`config.mk`:
```
export PLATFORM = sky130hd
export DESIGN_NAME = wgas_weight_mem
export DESIGN_NICKNAME = d
export VERILOG_FILES = /design/src/design/weighted_graph_adjacency_store_top_macros.svh /design/src/design/wgas_pkg.sv /design/src/design/wgas_weight_mem.sv
export SDC_FILE = /design/constraint.sdc
export NUM_CORES = 2
export LEC_CHECK = 0
export BUFFER_PORTS_ARGS = -buffer_cell sky130_fd_sc_hd__buf_4
export CAP_MARGIN = 30
export CELL_PAD_IN_SITES_DETAIL_PLACEMENT = 0
export CELL_PAD_IN_SITES_GLOBAL_PLACEMENT = 1
export CORE_MARGIN = 10
export CORE_UTILIZATION = 40
export CTS_CLUSTER_SIZE = 40
export DETAILED_ROUTE_END_ITERATION = 6
export GPL_TIMING_DRIVEN = 0
export PLACE_DENSITY = 0.62
export SYNTH_ARGS = -nofsm -noshare
export SYNTH_HDL_FRONTEND = slang
export SYNTH_SLANG_ARGS = --single-unit
```
`constraint.sdc`:
```
create_clock -name clk -period 5 [get_ports clk]
set_clock_uncertainty 0.2 [all_clocks]
set_input_delay 0.5 -clock clk [delete_from_list [all_inputs] [get_ports clk]]
set_output_delay 0.5 -clock clk [all_outputs]
set_load 0.1 [all_outputs]
```
`src/design/weighted_graph_adjacency_store_top_macros.svh`:
```
// Assertion macros shared by the weighted graph adjacency store RTL.
`ifndef WEIGHTED_GRAPH_ADJACENCY_STORE_TOP_MACROS_SVH
`define WEIGHTED_GRAPH_ADJACENCY_STORE_TOP_MACROS_SVH

// Checks that the consequent holds in the same cycle as the antecedent.
`define WGAS_ASSERT_HOLD(label, clk, rst_n, ante, cons, msg) \
	label: assert property (@(posedge clk) disable iff (!rst_n) (ante) |-> (cons)) \
		else $error(msg);

// Checks that the consequent holds in the cycle after the antecedent.
`define WGAS_ASSERT_NEXT(label, clk, rst_n, ante, cons, msg) \
	label: assert property (@(posedge clk) disable iff (!rst_n) (ante) |=> (cons)) \
		else $error(msg);

`endif

```
`src/design/wgas_pkg.sv`:
```
// Package with the types, constants and codes of the weighted graph adjacency store.
`timescale 1ns / 1ps
package wgas_pkg;

	localparam int MAX_VERTICES = 16;
	localparam int NAME_BYTES   = 8;

	localparam int NAME_W   = 64;
	localparam int WEIGHT_W = 16;
	localparam int LIMIT_W  = 5;
	localparam int APB_AW   = 3;
	localparam int APB_DW   = 32;

	localparam int IDX_W     = $clog2(MAX_VERTICES);
	localparam int VCNT_W    = $clog2(MAX_VERTICES + 1);
	localparam int MAT_DEPTH = MAX_VERTICES * MAX_VERTICES;
	localparam int MAT_AW    = $clog2(MAT_DEPTH);
	localparam int LIMCMP_W  = (VCNT_W > LIMIT_W) ? VCNT_W : LIMIT_W;

	// A shift by the full word width yields zero, so eight bytes give all ones.
	localparam logic [NAME_W-1:0] NAME_MASK = (64'd1 << (8 * NAME_BYTES)) - 64'd1;
	localparam logic [LIMCMP_W-1:0] MAX_LIMIT = LIMCMP_W'(MAX_VERTICES);
	localparam logic [LIMIT_W-1:0] VERTEX_LIMIT_RESET = LIMIT_W'(16);

	typedef enum logic [2:0] {
		KIND_ADD_VERTEX  = 3'd0,
		KIND_ADD_EDGE    = 3'd1,
		KIND_READ_WEIGHT = 3'd2,
		KIND_DEGREE      = 3'd3,
		KIND_REMOVE_EDGE = 3'd4
	} kind_t;

	typedef enum logic [2:0] {
		STAT_OK          = 3'd0,
		STAT_FULL        = 3'd1,
		STAT_DUP         = 3'd2,
		STAT_NOT_FOUND   = 3'd3,
		STAT_SELF_LOOP   = 3'd4,
		STAT_NULL_WEIGHT = 3'd5,
		STAT_NO_EDGE     = 3'd6
	} status_t;

	typedef enum logic {
		REG_VERTEX_LIMIT = 1'b0,
		REG_NULL_WEIGHT  = 1'b1
	} reg_idx_t;

	typedef enum logic [3:0] {
		S_CLEAR,
		S_IDLE,
		S_FIND_A,
		S_FIND_B,
		S_WR_AB,
		S_WR_BA,
		S_RD_ADDR,
		S_RD_DATA,
		S_DEGREE
	} state_t;

	typedef struct packed {
		kind_t                      kind;
		logic [NAME_W-1:0]          first_name;
		logic [NAME_W-1:0]          second_name;
		logic signed [WEIGHT_W-1:0] edge_weight;
	} req_t;

	typedef struct packed {
		status_t                    status;
		logic signed [WEIGHT_W-1:0] value;
	} rsp_t;

	typedef struct packed {
		logic [LIMIT_W-1:0]         vertex_limit;
		logic signed [WEIGHT_W-1:0] null_weight;
		logic                       refill;
	} cfg_t;

	typedef struct packed {
		logic              we;
		logic [IDX_W-1:0]  addr;
		logic [NAME_W-1:0] data;
	} name_wr_t;

	typedef struct packed {
		logic                       we;
		logic [MAT_AW-1:0]          addr;
		logic signed [WEIGHT_W-1:0] data;
	} mat_wr_t;

endpackage

```
`src/design/wgas_weight_mem.sv`:
```
// Weight matrix storage: one write port and one registered read port.
`timescale 1ns / 1ps
module wgas_weight_mem
	import wgas_pkg::*;
(
	input  logic                       clk,
	input  mat_wr_t                    wr,
	input  logic [MAT_AW-1:0]          raddr,
	output logic signed [WEIGHT_W-1:0] rdata
);

	logic signed [WEIGHT_W-1:0] mem [MAT_DEPTH];
	logic signed [WEIGHT_W-1:0] rdata_q;

	always_ff @(posedge clk) begin
		if (wr.we) begin
			mem[wr.addr] <= wr.data;
		end
		rdata_q <= mem[raddr];
	end

	assign rdata = rdata_q;

endmodule

```
==> flow_summary.toml <==
[sta]
maxSlewHeadroom = 0.234
setup_violations = 1
fmax_ghz = 0.192
hold_ws_ns = 0.136
fin_setup_tns_ns = -0.196
finalHoldViolCount = 0
finalCritPeriodShare = 1.04
rsz0062_at_grt = "false"
fin_crit_ns = 5.20
setup_ws_ns = -0.196
slew_violations = 0
worstMarginPinSlew_ns = 1.14

[grt]
grt_use_total = 0.236
grt_pass1_wl_mm = 694
overflow = 0
grt_pass1_vias = 82026
antenna_found_initial = 46
grt_max_degree = 145

[power]
power_leakage_nw = 58.9
combPwrFrac = 0.062
totalPowerFinal_mw = 74.0
p_per_area_mw_per_mm2 = 396
seq_power_share = 0.514
clockPowerShare = 0.424
vdd_ir_drop_max_v = 0.000302
p_sw_mw = 16.7
switching_share = 0.226
p_int_mw = 57.2

[cts]
cts.path.max_buffers = 4
ctsHtreeMaxLevel = 5
insertion_delay_ns = 1.02
cts_made_buffers = 420
cts_post_setup_buffers_inserted = 0
clockRootBuffer = "clkbuf_16"
cts_tree = "yes"
clk_pin_slew_ns = 0.06
clock_sinks = 4112

[drt]
first_pass_iters = 6
num_vias = 83690
ant_nets = 0
routed_wirelength_mm = 513
drc_errors = 0
drtIter0Drc = 12745
via_per_inst = 6.05
wl_per_cell_um = 37.1

[placement]
hpwl_mm = 358
placed_cells = 13023
gp_congestion = 0.978
portBuffers = 39
place_ws_ns = -0.819
place_area_sq_mm = 0.172

[flow_run]
cap_violations = 0

[die]
ioPinCount = 50
rows = 231
start_util = 0.401
dieArea_sq_mm = 0.422
fp.dieH_um = 650
die_w_um = 650
fp.coreArea_sq_mm = 0.396

[layout]
syn_to_final_growth_pct = 17.5
fin_cells = 13841
post-route-util = 0.471
post-route-cell-area_sq_mm = 0.187
layout.nets = 8270
layout_commonest_cell = "edfxtp_1"
mostFrequentLayoutCells = "4096 x edfxtp_1, 797 x mux4_2, 565 x mux2i_1"
drive_above_1_share = 0.282

[run_status]
status = "finished with violations"
violations = "setup timing"

[logic_synthesis]
ys.flop_type = "edfxtp_1"
synth_cells = 7360
ys_ff_latch = 4112
netlist_area_sq_mm = 0.159
synth-seq-area-share = 0.777
async_reset_ff_frac = 0
syn_area_per_cell_sq_um = 21.6
synth.distinct_cells = 52
synth_fp_nets = 7394
synth_enable_flop_cells = 4096
synth_warnings = 0

[worst_setup_path]
cp_max_fo = 10
crit_type = "input port to register"
worst-endpoint-required_ns = 5.60
critPathLaunchType = "input port"
cp.arrival_ns = 5.80
end_kind = "register"

[min_path]
hp-class = "input port to register"
-- layout make-up --
class,count,area (sq um)
Inverter,4,15.0
Clock buffer,496,10900
Sequential cell,4112,123000
Multi-Input combinational cell,2792,33400
Buffer,452,2710
Antenna cell,13,32.5
Timing Repair Buffer,454,6860
Clock inverter,276,2800
Fill cell,32259,209000
Tap cell,5242,6560
-- metal layers --
layer  wire, um  global-route usage  vias to the layer above
li1           -                   -                    33124
met1     202000               0.323                    45055
met2     233000               0.361                     4611
met3      54100              0.0612                      878
met4      24300              0.0942                       22
met5        158                   0                        -
-- power by group through the flow --
stage          combinational [mW]  sequential, mW  clock [mW]
6_report                     4.60            38.0        31.3
5_1_grt                      4.69            38.0        33.1
4_1_cts                      4.54            38.0        31.7
3_5_place_dp                 4.52            38.8           0
3_3_place_gp                 4.20            38.8           0
2_1_floorplan                1.87            38.9           0
-- kinds of logic (layout without fill, tap and decap cells) --
kind of cell,Yosys count,in the layout,synth area share
compound gates,786,786,0.0354
buf+inv,456,1682,0.0169
simple gates,556,556,0.0157
other cells,0,13,0
flops,4112,4112,0.777
mux,1450,1450,0.155
-- Yosys cell counts (27+ instances only) --
master    count  area (sq um)
o22ai_1     148           926
edfxtp_1   4096        123000
a221oi_1     28           245
buf_6        77           867
a21oi_1     175           876
nand3_1      35           175
buf_2        76           380
mux2_2       88           991
nor2_1      304          1140
nand2_1      38           143
a22o_1       32           280
a22oi_1      43           323
o21ai_0      37           185
mux4_2      797         17900
clkbuf_1    230           863
nor3_1       92           460
mux2i_1     565          5660
o221ai_1    252          2210
buf_1        27           101
-- worst max-delay path, stage by stage --
cell,delay (ns)
clkbuf_1,0.66
clkbuf_1,0.52
buf_8,0.25
clkbuf_1,0.50
clkbuf_1,0.78
o21ai_0,0.20
a22oi_1,0.86
nand4_1,0.62
nor4_2,0.84
-- registers in the layout, summed over array words and instances (netlist names) --
signal,flops
rdata,16
mem,4096
-- worst paths after layout --
kind / depth (start not counted) / to / slack [ns] / startpoint
worst max-delay path: 9 / rdata[1]$_DFF_P_ / -0.20 / raddr[4]
worst max register to register: 6 / rdata[1]$_DFF_P_ / 1.34 / mem[96][1]$_DFFE_PP_
worst min register to register: 6 / rdata[4]$_DFF_P_ / 1.06 / mem[216][4]$_DFFE_PP_
worst min-delay path: 3 / mem[251][1]$_DFFE_PP_ / 0.14 / wr[20]
-- what timing repair did --
action | CTS | global route
hold buffers | 16 | 0
hold endpoints to repair | 1160 | 0
gates resized for setup | 0 | 0
Note: power is estimated with default switching activity, not from simulation.
