$ cat config.mk
export PLATFORM = sky130hd
export DESIGN_NAME = wgas_name_mem
export DESIGN_NICKNAME = d
export VERILOG_FILES = /design/src/design/weighted_graph_adjacency_store_top_macros.svh /design/src/design/wgas_pkg.sv /design/src/design/wgas_name_mem.sv
export SDC_FILE = /design/constraint.sdc
export NUM_CORES = 1
export LEC_CHECK = 0
export BUFFER_PORTS_ARGS = -buffer_cell sky130_fd_sc_hd__buf_2
export CORE_MARGIN = 2
export CORE_UTILIZATION = 55
export CTS_CLUSTER_DIAMETER = 60
export CTS_CLUSTER_SIZE = 40
export DETAILED_ROUTE_END_ITERATION = 6
export GPL_TIMING_DRIVEN = 0
export PLACE_DENSITY_LB_ADDON = 0.15
export SYNTH_ARGS = -nofsm -noshare
export SYNTH_HDL_FRONTEND = slang
export SYNTH_SLANG_ARGS = --single-unit
$ cat constraint.sdc
create_clock -name clk -period 21.5 [get_ports clk]
set_input_delay 4.3 -clock clk [delete_from_list [all_inputs] [get_ports clk]]
set_output_delay 4.3 -clock clk [all_outputs]
set_load 0.01 [all_outputs]
$ cat src/design/weighted_graph_adjacency_store_top_macros.svh
// Assertion macros shared by the weighted graph adjacency store RTL.
`ifndef WEIGHTED_GRAPH_ADJACENCY_STORE_TOP_MACROS_SVH
`define WEIGHTED_GRAPH_ADJACENCY_STORE_TOP_MACROS_SVH

// Checks that the consequent holds in the same cycle as the antecedent.
`define WGAS_ASSERT_HOLD(label, clk, rst_n, ante, cons, msg) \
	label: assert property (@(posedge clk) disable iff (!rst_n) (ante) |-> (cons)) \
		else $error(msg);

// Checks that the consequent holds in the cycle after the antecedent.
`define WGAS_ASSERT_NEXT(label, clk, rst_n, ante, cons, msg) \
	label: assert property (@(posedge clk) disable iff (!rst_n) (ante) |=> (cons)) \
		else $error(msg);

`endif

$ cat src/design/wgas_pkg.sv
// Package with the types, constants and codes of the weighted graph adjacency store.
`timescale 1ns / 1ps
package wgas_pkg;

	localparam int MAX_VERTICES = 16;
	localparam int NAME_BYTES   = 8;

	localparam int NAME_W   = 64;
	localparam int WEIGHT_W = 16;
	localparam int LIMIT_W  = 5;
	localparam int APB_AW   = 3;
	localparam int APB_DW   = 32;

	localparam int IDX_W     = $clog2(MAX_VERTICES);
	localparam int VCNT_W    = $clog2(MAX_VERTICES + 1);
	localparam int MAT_DEPTH = MAX_VERTICES * MAX_VERTICES;
	localparam int MAT_AW    = $clog2(MAT_DEPTH);
	localparam int LIMCMP_W  = (VCNT_W > LIMIT_W) ? VCNT_W : LIMIT_W;

	// A shift by the full word width yields zero, so eight bytes give all ones.
	localparam logic [NAME_W-1:0] NAME_MASK = (64'd1 << (8 * NAME_BYTES)) - 64'd1;
	localparam logic [LIMCMP_W-1:0] MAX_LIMIT = LIMCMP_W'(MAX_VERTICES);
	localparam logic [LIMIT_W-1:0] VERTEX_LIMIT_RESET = LIMIT_W'(16);

	typedef enum logic [2:0] {
		KIND_ADD_VERTEX  = 3'd0,
		KIND_ADD_EDGE    = 3'd1,
		KIND_READ_WEIGHT = 3'd2,
		KIND_DEGREE      = 3'd3,
		KIND_REMOVE_EDGE = 3'd4
	} kind_t;

	typedef enum logic [2:0] {
		STAT_OK          = 3'd0,
		STAT_FULL        = 3'd1,
		STAT_DUP         = 3'd2,
		STAT_NOT_FOUND   = 3'd3,
		STAT_SELF_LOOP   = 3'd4,
		STAT_NULL_WEIGHT = 3'd5,
		STAT_NO_EDGE     = 3'd6
	} status_t;

	typedef enum logic {
		REG_VERTEX_LIMIT = 1'b0,
		REG_NULL_WEIGHT  = 1'b1
	} reg_idx_t;

	typedef enum logic [3:0] {
		S_CLEAR,
		S_IDLE,
		S_FIND_A,
		S_FIND_B,
		S_WR_AB,
		S_WR_BA,
		S_RD_ADDR,
		S_RD_DATA,
		S_DEGREE
	} state_t;

	typedef struct packed {
		kind_t                      kind;
		logic [NAME_W-1:0]          first_name;
		logic [NAME_W-1:0]          second_name;
		logic signed [WEIGHT_W-1:0] edge_weight;
	} req_t;

	typedef struct packed {
		status_t                    status;
		logic signed [WEIGHT_W-1:0] value;
	} rsp_t;

	typedef struct packed {
		logic [LIMIT_W-1:0]         vertex_limit;
		logic signed [WEIGHT_W-1:0] null_weight;
		logic                       refill;
	} cfg_t;

	typedef struct packed {
		logic              we;
		logic [IDX_W-1:0]  addr;
		logic [NAME_W-1:0] data;
	} name_wr_t;

	typedef struct packed {
		logic                       we;
		logic [MAT_AW-1:0]          addr;
		logic signed [WEIGHT_W-1:0] data;
	} mat_wr_t;

endpackage

$ cat src/design/wgas_name_mem.sv
// Vertex name table: one write port and one registered read port.
`timescale 1ns / 1ps
module wgas_name_mem
	import wgas_pkg::*;
(
	input  logic              clk,
	input  name_wr_t          wr,
	input  logic [IDX_W-1:0]  raddr,
	output logic [NAME_W-1:0] rdata
);

	logic [NAME_W-1:0] mem [MAX_VERTICES];
	logic [NAME_W-1:0] rdata_q;

	always_ff @(posedge clk) begin
		if (wr.we) begin
			mem[wr.addr] <= wr.data;
		end
		rdata_q <= mem[raddr];
	end

	assign rdata = rdata_q;

endmodule

==> metrics.md <==
| Metric | Value |
|---|---|
| Status | finished clean |
| Critical path's top delay family | simple AND/OR/NAND/NOR gates |
| CTS buffer count | 61 |
| Data arrival time of the critical path | approximately 6.4 ns |
| Yosys reg bits | approximately 1,100 |
| Placer Congestion | slightly above 0.7 |
| Setup TNS | 0 ns |
| Sequential element share of the synthesized area | 80.9% |
| Critical path, cell by cell | buf_2 > nand3b_1 > nor3_2 > buf_6 > buf_6 > buf_6 > buf_6 |
| Slowest cell delay on critical path | 0.77 ns |
| Worst slew margin | 11.1% |
| Clock buffer depth | 3 |
| Max Cap Viol | 0 |
| Post-CTS resize count | 0 |
| Initial antenna violation count | 11 |
| Fin nets | about 2,000 |
| Part of the cycle the worst path needs | 28.2% |
| Final setup violation count | 0 |
| Reg clk slew, reported paths | 0.09 ns |
| Dpl hpwl | 53,800 µm |
| TritonCTS clock tree | built |
| Share of cells above drive strength 1 | 31.6% |
| Die W | 272 µm |
| DRT iter0 DRCs | roughly 2,000 |
| Unique masters post-synth | 18 |
| Final Hold Vio Count | 0 |
| Endpoint type of the worst setup path | flop |
| RSZ-0062 raised after global routing | false |
| Area of the core | 0.0714 mm² |
| Leakage Power | 0.0144 µW |
| Die height | approximately 270 µm |
| Routed via count | 18,045 |
| Residual DRC | 0 |
| R2R setup slack | 20.07 ns |
| Worst path depth | 7 |
| Critical path class | input pin to flop |
| Ys Warns | 0 |
| Final hold slack | 0.676 ns |
| Tmin final | approximately 6.1 ns |
| Count of pins over their slew limit | 0 |
| Min-delay src | mem[15][34] |
| # IOs | around 140 |
| Type of origin of the critical path | input pin |
| CP startpoint | wr[66] |
| Power per cell area | ~90 mW/mm² |
| Hold Path Sink | rdata[34] |
| Type of the worst min-delay path | flop to flop |
| Clock Root Buffer | clkbuf_16 |
| Cts hold-fix bufs | 0 |
| Fmax | 165 MHz |
| Avg Cell Area, Syn | 24.0 µm² |
| Post-CTS Setup Bufs | 0 |
| CTS HTree Levels | 2 |
| Worst slew pin tran | ~1.3 ns |
| Gate Count Post-Synth | 1,647 |
| Post-Syn Area | 0.0396 mm² |
| Routed Antenna Nets | 0 |
| Global-route wire length before repair | around 120,000 µm |
| RR Startpoint | mem[11][58] |
| Clock Skew | approximately 0.022 ns |
| Final cell utilization of the core | 63.0% |
| Worst path slowest cell | nor3_2 |
| Die area | 0.0741 mm² |
| Worst reg2reg path depth | 3 |
| Clock Latency Late Sink | 0.67 ns |
| Vias in the first global route | around 18,000 |
| Routed len/inst | 29.5 µm |
| FP Rows | 98 |
| Grt total ovfl | 0 |
| Post-Route WL | 86,100 µm |
| Hold path cells | 3 |
| PortBufs | around 140 |
| GRT Util Overall | roughly a quarter |
| Req. time, crit path | 21.86 ns |
| Synth-to-layout area growth | 13.6% |
| CTS Sinks | approximately 1,100 |
| Critical Path Fanout Max | 9 |
| Pin count of the biggest net entering global routing | 31 |
| Syn nets | about 1,700 |
| WP buf/inv | 5 |
| Peak supply drop | roughly 0.000082 V |
| Worst R2R End | rdata[58] |
| DR pass1 iterations | 7 |
| Starting Density | 55.5% |
| Vias/cell | 6.18 |
| Cell mode on critical path | buf_6 |
[tightest hold or removal path: stages (launching register included)]
cell      delay, ns
edfxtp_1       0.33
mux4_2         0.23
a22oi_1        0.06
nand2_1        0.05
[sequential cells by signal, summed over array words and instances, names as in the netlist]
name	count
mem	1024
rdata	64
[cell usage in the layout, fill, tap and decap left out, drive strengths merged]
cell      Yosys  layout
a22oi       128     128
and2          1       1
buf          48     251
bufinv        0       6
clkbuf       36     102
clkinv        0      15
clkinvlp      0       7
dfxtp        64      64
diode         0       2
edfxtp     1024    1024
inv           0      22
mux4        256     256
nand2        65      65
nand2b        2       2
nand3         1       1
nand3b        2       2
nor2         13      13
nor2b         2       2
nor3          4       4
or3b          1       1
[layout make-up]
class | count | area (µm²)
flip-flops and latches | 1088 | 32000
fillers | 4835 | 26400
multi-input cells | 475 | 7210
repair buffers | 203 | 1790
clock buffers | 66 | 1600
well taps | 950 | 1190
clock inverters | 50 | 701
plain buffers | 84 | 452
diodes | 2 | 5.00
[where the power goes]
group	internal, µW	switching (µW)
logic	90.0	131
registers	2370	13.4
clock network	655	741
[logic make-up (layout without fill, tap and decap cells)]
logic type,Yosys count,in the layout,share of synthesized area [%]
multiplexers,256,256,14.6
AND/OR/NAND/NOR,91,91,0.942
AO/OA/AOI/OAI,128,128,2.43
flip-flops,1088,1088,80.9
other,0,2,0
buffers and inverters,84,403,1.14
[per-layer routing]
| layer | global-route usage (%) | up-vias | share of wire [%] |
|---|---|---|---|
| met5 | 0 | - | 0.12 |
| met4 | 4.74 | 18 | 1.7 |
| met3 | 4.07 | 121 | 7.1 |
| met2 | 39.2 | 668 | 51 |
| met1 | 33.3 | 9665 | 40 |
| li1 | - | 7573 | - |
[cells in the mapped netlist]
master    instances  area [µm²]
a22oi_1         128         961
and2_1            1        6.26
buf_1            16        60.1
buf_2            13        65.1
buf_4             6        45.0
buf_6            13         146
clkbuf_1         36         135
dfxtp_1          64        1280
edfxtp_1       1024       30700
mux4_2          256        5770
nand2_1          65         244
nand2b_1          2        12.5
nand3_1           1        5.00
nand3b_1          2        15.0
nor2_1           13        48.8
nor2b_1           2        12.5
nor3_1            4        20.0
or3b_2            1        8.76
[stage by stage]
stage                     area (µm²)  instances  power, µW  worst slack (ns)
after global placement         41400       2732       2640              6.11
after CTS                      45000       2916       4030             15.46
after floorplan                39600       1647       2550             11.77
after global routing           45000       2916       4110             15.36
final                          45000       2918       4000             15.43
after detailed placement       42700       2800       2650             14.75
[how the worst max path moves through the flow]
stage | endpoint
after floorplan | mem[0][0]
after global placement | mem[8][9]
after detailed placement | mem[8][9]
after CTS | mem[8][61]
after global routing | mem[8][60]
final | mem[8][61]
No activity file was read; power rests on OpenSTA's default activity.
