===== config.mk =====
export PLATFORM = sky130hd
export DESIGN_NAME = wgas_seq
export DESIGN_NICKNAME = d
export VERILOG_FILES = /design/src/design/wgas_pkg.sv /design/src/design/wgas_seq.sv
export VERILOG_INCLUDE_DIRS = /design/src /design/src/design
export SDC_FILE = /design/constraint.sdc
export NUM_CORES = 1
export LEC_CHECK = 0
export ABC_CLOCK_PERIOD_IN_PS = 12000
export BUFFER_PORTS_ARGS = -buffer_cell sky130_fd_sc_hd__buf_2
export CELL_PAD_IN_SITES_DETAIL_PLACEMENT = 1
export CELL_PAD_IN_SITES_GLOBAL_PLACEMENT = 1
export CORE_ASPECT_RATIO = 1.5
export CORE_MARGIN = 2
export CORE_UTILIZATION = 40
export CTS_BUF_LIST = sky130_fd_sc_hd__clkbuf_16
export DETAILED_ROUTE_END_ITERATION = 6
export PLACE_DENSITY = 0.89
export SYNTH_ARGS = -nofsm -noshare
export SYNTH_HDL_FRONTEND = slang
export SYNTH_SLANG_ARGS = --single-unit

===== constraint.sdc =====
create_clock -name clk -period 12 [get_ports clk]
set_clock_uncertainty 0.2 [all_clocks]
set_input_delay 2.4 -clock clk [delete_from_list [all_inputs] [get_ports clk]]
set_output_delay 2.4 -clock clk [all_outputs]
set_load 0.01 [all_outputs]

===== src/design/weighted_graph_adjacency_store_top_macros.svh =====
// Assertion macros shared by the weighted graph adjacency store RTL.
`ifndef WEIGHTED_GRAPH_ADJACENCY_STORE_TOP_MACROS_SVH
`define WEIGHTED_GRAPH_ADJACENCY_STORE_TOP_MACROS_SVH

// Checks that the consequent holds in the same cycle as the antecedent.
`define WGAS_ASSERT_HOLD(label, clk, rst_n, ante, cons, msg) \
	label: assert property (@(posedge clk) disable iff (!rst_n) (ante) |-> (cons)) \
		else $error(msg);

// Checks that the consequent holds in the cycle after the antecedent.
`define WGAS_ASSERT_NEXT(label, clk, rst_n, ante, cons, msg) \
	label: assert property (@(posedge clk) disable iff (!rst_n) (ante) |=> (cons)) \
		else $error(msg);

`endif


===== src/design/wgas_pkg.sv =====
// Package with the types, constants and codes of the weighted graph adjacency store.
`timescale 1ns / 1ps
package wgas_pkg;

	localparam int MAX_VERTICES = 16;
	localparam int NAME_BYTES   = 8;

	localparam int NAME_W   = 64;
	localparam int WEIGHT_W = 16;
	localparam int LIMIT_W  = 5;
	localparam int APB_AW   = 3;
	localparam int APB_DW   = 32;

	localparam int IDX_W     = $clog2(MAX_VERTICES);
	localparam int VCNT_W    = $clog2(MAX_VERTICES + 1);
	localparam int MAT_DEPTH = MAX_VERTICES * MAX_VERTICES;
	localparam int MAT_AW    = $clog2(MAT_DEPTH);
	localparam int LIMCMP_W  = (VCNT_W > LIMIT_W) ? VCNT_W : LIMIT_W;

	// A shift by the full word width yields zero, so eight bytes give all ones.
	localparam logic [NAME_W-1:0] NAME_MASK = (64'd1 << (8 * NAME_BYTES)) - 64'd1;
	localparam logic [LIMCMP_W-1:0] MAX_LIMIT = LIMCMP_W'(MAX_VERTICES);
	localparam logic [LIMIT_W-1:0] VERTEX_LIMIT_RESET = LIMIT_W'(16);

	typedef enum logic [2:0] {
		KIND_ADD_VERTEX  = 3'd0,
		KIND_ADD_EDGE    = 3'd1,
		KIND_READ_WEIGHT = 3'd2,
		KIND_DEGREE      = 3'd3,
		KIND_REMOVE_EDGE = 3'd4
	} kind_t;

	typedef enum logic [2:0] {
		STAT_OK          = 3'd0,
		STAT_FULL        = 3'd1,
		STAT_DUP         = 3'd2,
		STAT_NOT_FOUND   = 3'd3,
		STAT_SELF_LOOP   = 3'd4,
		STAT_NULL_WEIGHT = 3'd5,
		STAT_NO_EDGE     = 3'd6
	} status_t;

	typedef enum logic {
		REG_VERTEX_LIMIT = 1'b0,
		REG_NULL_WEIGHT  = 1'b1
	} reg_idx_t;

	typedef enum logic [3:0] {
		S_CLEAR,
		S_IDLE,
		S_FIND_A,
		S_FIND_B,
		S_WR_AB,
		S_WR_BA,
		S_RD_ADDR,
		S_RD_DATA,
		S_DEGREE
	} state_t;

	typedef struct packed {
		kind_t                      kind;
		logic [NAME_W-1:0]          first_name;
		logic [NAME_W-1:0]          second_name;
		logic signed [WEIGHT_W-1:0] edge_weight;
	} req_t;

	typedef struct packed {
		status_t                    status;
		logic signed [WEIGHT_W-1:0] value;
	} rsp_t;

	typedef struct packed {
		logic [LIMIT_W-1:0]         vertex_limit;
		logic signed [WEIGHT_W-1:0] null_weight;
		logic                       refill;
	} cfg_t;

	typedef struct packed {
		logic              we;
		logic [IDX_W-1:0]  addr;
		logic [NAME_W-1:0] data;
	} name_wr_t;

	typedef struct packed {
		logic                       we;
		logic [MAT_AW-1:0]          addr;
		logic signed [WEIGHT_W-1:0] data;
	} mat_wr_t;

endpackage


===== src/design/wgas_seq.sv =====
// Request sequencer with the shared comparator for name search, edge read and degree scan.
`timescale 1ns / 1ps
module wgas_seq
	import wgas_pkg::*;
(
	input  logic                       clk,
	input  logic                       arst_n,
	input  cfg_t                       cfg,
	input  logic                       start,
	input  req_t                       req,
	output logic                       busy,
	output logic                       done,
	output rsp_t                       rsp,
	output name_wr_t                   nwr,
	output logic [IDX_W-1:0]           n_raddr,
	input  logic [NAME_W-1:0]          n_rdata,
	output mat_wr_t                    mwr,
	output logic [MAT_AW-1:0]          m_raddr,
	input  logic signed [WEIGHT_W-1:0] m_rdata
);

	function automatic logic [MAT_AW-1:0] mat_addr(input logic [IDX_W-1:0] row,
			input logic [IDX_W-1:0] col);
		return MAT_AW'(row) * MAT_AW'(MAX_VERTICES) + MAT_AW'(col);
	endfunction

	state_t              state_q, state_d;
	req_t                req_q;
	logic [VCNT_W-1:0]   scan_q;
	logic                pend_q;
	logic [IDX_W-1:0]    pidx_q;
	logic [IDX_W-1:0]    slot_a_q;
	logic [IDX_W-1:0]    slot_b_q;
	logic [VCNT_W-1:0]   deg_q;
	logic [VCNT_W-1:0]   count_q;
	logic [MAT_AW-1:0]   clr_q;
	logic                done_q;
	rsp_t                rsp_q;

	logic [NAME_W-1:0]   key;
	logic [NAME_W-1:0]   cmp_a, cmp_b;
	logic                cmp_eq;
	logic                hit, exhausted, srch_found, srch_miss, srch_end, deg_fin;
	logic [LIMCMP_W-1:0] limit_ext, lim_eff;
	logic                full, self_loop, null_w;
	logic signed [WEIGHT_W-1:0] wr_val;
	logic                fin;
	rsp_t                rsp_d;

	// Shared comparator: names during a search, weight against null otherwise.
	assign key = ((state_q == S_FIND_B) ? req_q.second_name : req_q.first_name) & NAME_MASK;

	always_comb begin
		if (state_q == S_FIND_A || state_q == S_FIND_B) begin
			cmp_a = n_rdata;
			cmp_b = key;
		end else begin
			cmp_a = {{(NAME_W - WEIGHT_W){1'b0}}, m_rdata};
			cmp_b = {{(NAME_W - WEIGHT_W){1'b0}}, cfg.null_weight};
		end
	end

	assign cmp_eq     = (cmp_a == cmp_b);
	assign hit        = pend_q && cmp_eq;
	assign exhausted  = (scan_q >= count_q);
	assign srch_found = hit;
	assign srch_miss  = !hit && exhausted;
	assign srch_end   = srch_found || srch_miss;
	assign deg_fin    = exhausted && !pend_q;

	assign limit_ext = LIMCMP_W'(cfg.vertex_limit);
	assign lim_eff   = (limit_ext < MAX_LIMIT) ? limit_ext : MAX_LIMIT;
	assign full      = (LIMCMP_W'(count_q) >= lim_eff);
	assign self_loop = (slot_a_q == pidx_q);
	assign null_w    = (req_q.edge_weight == cfg.null_weight);
	assign wr_val    = (req_q.kind == KIND_ADD_EDGE) ? req_q.edge_weight : cfg.null_weight;

	// Next state.
	always_comb begin
		state_d = state_q;
		unique case (state_q)
			S_CLEAR: begin
				if (clr_q == MAT_AW'(MAT_DEPTH - 1)) begin
					state_d = S_IDLE;
				end
			end
			S_IDLE: begin
				if (start && !busy) begin
					unique case (req.kind)
						KIND_ADD_VERTEX, KIND_ADD_EDGE, KIND_READ_WEIGHT,
						KIND_DEGREE, KIND_REMOVE_EDGE: state_d = S_FIND_A;
						default:                       state_d = S_IDLE;
					endcase
				end
			end
			S_FIND_A: begin
				if (srch_end) begin
					unique case (req_q.kind)
						KIND_DEGREE: state_d = srch_found ? S_DEGREE : S_IDLE;
						KIND_ADD_EDGE, KIND_READ_WEIGHT, KIND_REMOVE_EDGE:
							state_d = srch_found ? S_FIND_B : S_IDLE;
						default:     state_d = S_IDLE;
					endcase
				end
			end
			S_FIND_B: begin
				if (srch_miss) begin
					state_d = S_IDLE;
				end else if (srch_found) begin
					unique case (req_q.kind)
						KIND_ADD_EDGE:    state_d = (self_loop || null_w) ? S_IDLE : S_WR_AB;
						KIND_REMOVE_EDGE: state_d = S_WR_AB;
						KIND_READ_WEIGHT: state_d = S_RD_ADDR;
						default:          state_d = S_IDLE;
					endcase
				end
			end
			S_WR_AB:   state_d = S_WR_BA;
			S_WR_BA:   state_d = S_IDLE;
			S_RD_ADDR: state_d = S_RD_DATA;
			S_RD_DATA: state_d = S_IDLE;
			S_DEGREE: begin
				if (deg_fin) begin
					state_d = S_IDLE;
				end
			end
			default:   state_d = S_IDLE;
		endcase
		if (cfg.refill) begin
			state_d = S_CLEAR;
		end
	end

	// Outputs: memory ports and the result of the finishing cycle.
	always_comb begin
		nwr     = '0;
		mwr     = '0;
		n_raddr = scan_q[IDX_W-1:0];
		m_raddr = (state_q == S_DEGREE) ? mat_addr(slot_a_q, scan_q[IDX_W-1:0])
		                                : mat_addr(slot_a_q, slot_b_q);
		fin     = 1'b0;
		rsp_d   = '{status: STAT_OK, value: '0};
		unique case (state_q)
			S_CLEAR: begin
				mwr = '{we: 1'b1, addr: clr_q, data: cfg.null_weight};
			end
			S_IDLE: begin
				if (start && !busy) begin
					unique case (req.kind)
						KIND_ADD_VERTEX, KIND_ADD_EDGE, KIND_READ_WEIGHT,
						KIND_DEGREE, KIND_REMOVE_EDGE: fin = 1'b0;
						default:                       fin = 1'b1;
					endcase
				end
			end
			S_FIND_A: begin
				if (srch_end) begin
					unique case (req_q.kind)
						KIND_ADD_VERTEX: begin
							fin = 1'b1;
							if (full) begin
								rsp_d.status = STAT_FULL;
							end else if (srch_found) begin
								rsp_d.status = STAT_DUP;
							end else begin
								nwr = '{we: 1'b1, addr: count_q[IDX_W-1:0],
								        data: req_q.first_name & NAME_MASK};
							end
						end
						default: begin
							if (srch_miss) begin
								fin          = 1'b1;
								rsp_d.status = STAT_NOT_FOUND;
							end
						end
					endcase
				end
			end
			S_FIND_B: begin
				if (srch_miss) begin
					fin          = 1'b1;
					rsp_d.status = STAT_NOT_FOUND;
				end else if (srch_found && req_q.kind == KIND_ADD_EDGE) begin
					if (self_loop) begin
						fin          = 1'b1;
						rsp_d.status = STAT_SELF_LOOP;
					end else if (null_w) begin
						fin          = 1'b1;
						rsp_d.status = STAT_NULL_WEIGHT;
					end
				end
			end
			S_WR_AB: begin
				mwr = '{we: 1'b1, addr: mat_addr(slot_a_q, slot_b_q), data: wr_val};
			end
			S_WR_BA: begin
				mwr = '{we: 1'b1, addr: mat_addr(slot_b_q, slot_a_q), data: wr_val};
				fin = 1'b1;
			end
			S_RD_ADDR: begin
				fin = 1'b0;
			end
			S_RD_DATA: begin
				fin          = 1'b1;
				rsp_d.status = cmp_eq ? STAT_NO_EDGE : STAT_OK;
				rsp_d.value  = m_rdata;
			end
			S_DEGREE: begin
				if (deg_fin) begin
					fin         = 1'b1;
					rsp_d.value = WEIGHT_W'(deg_q);
				end
			end
			default: begin
				fin = 1'b0;
			end
		endcase
	end

	// Control registers.
	always_ff @(posedge clk or negedge arst_n) begin
		if (!arst_n) begin
			state_q <= S_CLEAR;
			clr_q   <= '0;
			scan_q  <= '0;
			pend_q  <= 1'b0;
			count_q <= '0;
			done_q  <= 1'b0;
		end else begin
			state_q <= state_d;
			done_q  <= fin;
			if (cfg.refill) begin
				clr_q <= '0;
			end else if (state_q == S_CLEAR) begin
				clr_q <= clr_q + MAT_AW'(1);
			end
			if (nwr.we) begin
				count_q <= count_q + VCNT_W'(1);
			end
			unique case (state_q)
				S_IDLE: begin
					scan_q <= '0;
					pend_q <= 1'b0;
				end
				S_FIND_A, S_FIND_B: begin
					if (srch_end) begin
						scan_q <= '0;
						pend_q <= 1'b0;
					end else begin
						scan_q <= scan_q + VCNT_W'(1);
						pend_q <= 1'b1;
					end
				end
				S_DEGREE: begin
					if (!exhausted) begin
						scan_q <= scan_q + VCNT_W'(1);
						pend_q <= 1'b1;
					end else begin
						pend_q <= 1'b0;
					end
				end
				default: begin
					pend_q <= 1'b0;
				end
			endcase
		end
	end

	// Payload registers.
	always_ff @(posedge clk) begin
		if (state_q == S_IDLE && start) begin
			req_q <= req;
		end
		if (fin) begin
			rsp_q <= rsp_d;
		end
		if ((state_q == S_FIND_A || state_q == S_FIND_B) && !srch_end) begin
			pidx_q <= scan_q[IDX_W-1:0];
		end
		if (state_q == S_FIND_A && srch_end) begin
			slot_a_q <= pidx_q;
		end
		if (state_q == S_FIND_B && srch_end) begin
			slot_b_q <= pidx_q;
		end
		if (state_q == S_FIND_A) begin
			deg_q <= '0;
		end else if (state_q == S_DEGREE && pend_q && !cmp_eq) begin
			deg_q <= deg_q + VCNT_W'(1);
		end
	end

	// A pending refill holds requests off until the clearing pass has started.
	assign busy = (state_q != S_IDLE) || cfg.refill;
	assign done = done_q;
	assign rsp  = rsp_q;

`include "weighted_graph_adjacency_store_top_macros.svh"

	`WGAS_ASSERT_HOLD(a_mirror_after_first, clk, arst_n, state_q == S_WR_BA, $past(state_q) == S_WR_AB, "mirror write without its first half")
	`WGAS_ASSERT_HOLD(a_count_steps_by_one, clk, arst_n, count_q != $past(count_q), count_q == $past(count_q) + VCNT_W'(1), "vertex count moved by other than one")
	`WGAS_ASSERT_HOLD(a_name_write_has_room, clk, arst_n, nwr.we, !full, "name written into a full table")
	`WGAS_ASSERT_HOLD(a_degree_bounded, clk, arst_n, state_q == S_DEGREE, deg_q <= scan_q, "degree exceeds entries scanned")
	`WGAS_ASSERT_NEXT(a_read_data_follows, clk, arst_n, state_q == S_RD_ADDR && !cfg.refill, state_q == S_RD_DATA, "edge read lost its data cycle")

endmodule

==> results.ini <==
[clocking]
cts_root_buf = clkbuf_16
ctsLongestPathBuffers = 3
ctsHoldBuffers = 0
cts_tree = done
post_cts_buffers = 0
worstSkewPairLatency_ps = 530
clock_sinks = 207
htreeDepth = 1
cts_buffers = 22
clkTransAtPathRegs_ps = 70
cts_resized = 0

[worst_hold_path]
holdCritPathClass = reg -> reg
hold_depth = 2
holdPathEnd = deg_q[4]$_SDFFE_PP0P_
min_from = deg_q[4]$_SDFFE_PP0P_

[final_layout]
fillCellCount = 2837
fin_nets = 1498
seq_area_sq_um = 6050
finalInstanceArea_sq_um = 13400
syn_to_final_growth_pct = 27.5
layout-drive-gt1-share_pct = 35.2
final_core_util_pct = 51.8
multi_input_area_sq_um = 4060
stdcell_count = 1586

[yosys]
synthCells = 858
syn_avg_cell_area_sq_um = 12.2
yosysSeqAreaShare_pct = 57.7
netlist_top_cells_count = edfxtp_1, and2_1, xnor2_1, nand2_1, xor2_1
yosysTopAreaCellShare_pct = 51.0
syn-cell-area_sq_um = 10500
synth_most_common_cell = edfxtp_1
ys_seq_elements = 207
ys_async_sr_fraction_pct = 11.6
synth_top_cells_by_area = edfxtp_1, dfrtp_1, xnor2_1
synth_warnings = 0
synth_edf_count = 178
yosys_most_used_dff = edfxtp_1
synth_nets = 1124
synth_top_area_cell = edfxtp_1
synth_cell_type_count = 66

[floorplanning]
die-area_sq_um = 27500
chipHeight_microns = 202
std_cell_rows = 72
io-pin-count = 379
core_sq_um = 25800
initial_utilization_pct = 40.7
die_w_microns = 136

[placement]
dp_cells = 1541
dp_hpwl_microns = 28900
io_buffers = 378
globalplace.congestion = 0.940
place_area_sq_um = 12700

[timing]
rsz0062_at_grt = no
setup_viol = 0
hold_violations = 0
maxSlewHeadroom_pct = 23.2
period_minus_slack_ps = 8230
tightest_slew_ps = 1150
fin_crit_sh_pct = 68.6
tns_ps = 0
fmax_ghz = 0.121
finalMaxSlewViolations = 0

[drt]
drt_iter0_drc = 448
route.detailed.drc = 0
antenna_left = 0
wl_per_cell_microns = 23.9
drt_pass1_iterations = 5
wl_microns = 37900
viasPerCell = 5.43
vias = 8606

[power]
power_frac_seq_pct = 49.5
p_leak_nw = 5.72
ir_worst_vdd_uv = 132
p_comb_share_pct = 11.0
powerDensity_nw_per_um2 = 126
p_total_mw = 1.69
switching_share_pct = 24.9
p_sw_mw = 0.421
pwr-share-clk_pct = 39.5
intPower_mw = 1.27

[worst_setup_path]
crit_path_top_delay_cell = a211oi_4
r2r_setup_slack_ps = 6830
path_class = in -> out
critPathMaxFanout = 55
timing.rr.start = state_q[0]$_DFFE_PN0P_
reg2reg_to = rsp[16]$_DFFE_PP_
startpoint_type = input pin
rr_worst_depth = 10
critPathMaxStageDelay_ps = 740
worstSetupEndpointType = primary output
cp.required_ps = 9400
cp_cell_sequence = buf_2 > nor2b_1 > ha_1 > nand2b_1 > a21o_1 > a21o_1 > a21oi_1 > o21ai_0 > nand2b_1 > a211oi_4 > buf_4 > and2_1 > buf_2
cp.arrival_ps = 5630

[grt]
grt-ovfl-total = 0
grt_pass1_wl_microns = 55400
grt_max_degree = 84
grtUsageTotal_pct = 27.0
grt_pass1_vias = 9401
grt_antenna_before_repair = 6

[status]
status = finished, final reports clean

[flow_run]
maxCapViolCount = 0

critical path, delay by kind of cell:
family          cells  cell delay (ps)
simple gates        4              710
fa+ha+maj           1              260
buf+inv             3              780
compound gates      5             1430
kinds of logic after synthesis:
kind of cell / Yosys count / synth area share, %
compound gates: 146 / 10.5
mux: 31 / 2.96
xor+xnor: 112 / 9.44
fa+ha+maj: 14 / 1.67
flops: 207 / 57.7
simple gates: 266 / 14.0
buf+inv: 82 / 3.72
worst max path at each step:
stage / start / to / depth (start not counted)
detailed placement: cfg[17] / nwr[24] / 13
global route: cfg[17] / nwr[16] / 13
CTS: cfg[17] / nwr[28] / 13
global placement: cfg[17] / nwr[57] / 13
finish: cfg[17] / nwr[24] / 13
floorplan: cfg[17] / nwr[62] / 12
metal layers:
layer  vias up  track usage (%)  routed length (microns)
li1       3905                -                        -
met1      4262             26.3                    12600
met2       351             53.7                    21800
met3        86             4.34                     1840
met4         2             12.2                     1590
met5         -                0                       12
layout make-up:
cell class,count,share of cell area [%]
repair buffers,387,14.7
clock buffers,23,4.31
clock inverters,16,0.797
diodes,6,0.112
multi-input cells,569,30.4
inverters,45,1.27
well taps,333,3.12
flip-flops and latches,207,45.3
sequential cells by signal (all words and copies together), names as in the netlist, 5 cells and up:
signal,count
req_q,147
count_q,5
deg_q,5
clr_q,8
rsp,19
scan_q,5
per-stage QoR:
stage               hold slack, ps  worst slack (ps)
floorplan                      246              5020
global placement               262              3780
detailed placement             273              3690
CTS                            290              3660
global route                   322              3480
finish                         287              3770
placed cells by master, fill, tap and decap left out, types with 6 or more instances in the layout:
cell,Yosys,final
nand4_1,19,19
xnor2_1,65,65
nor3_1,14,14
inv_1,45,45
nand3_1,13,13
a22o_1,21,21
dfrtp_1,24,24
a21oi_1,21,21
a222oi_1,9,9
nor2b_1,6,6
edfxtp_1,178,178
nor2_1,25,25
o21ai_0,23,22
nand2b_1,10,10
diode_2,0,6
xor2_1,46,46
clkbuf_16,0,23
o22ai_1,6,6
clkinv_1,0,7
buf_2,8,378
ha_1,14,14
nor4_1,12,11
nand2_1,58,58
mux2i_1,31,31
o221ai_1,6,6
a221oi_1,7,7
buf_4,5,9
and2_1,84,83
a21o_1,7,7
power groups by stage:
stage / logic [mW] / clock network, mW / registers, mW
5_1_grt: 0.202 / 0.702 / 0.838
4_1_cts: 0.187 / 0.682 / 0.835
2_1_floorplan: 0.0936 / 0 / 0.845
6_report: 0.186 / 0.667 / 0.835
3_5_place_dp: 0.184 / 0 / 0.850
3_3_place_gp: 0.177 / 0 / 0.848
No activity file was read; power rests on OpenSTA's default activity.
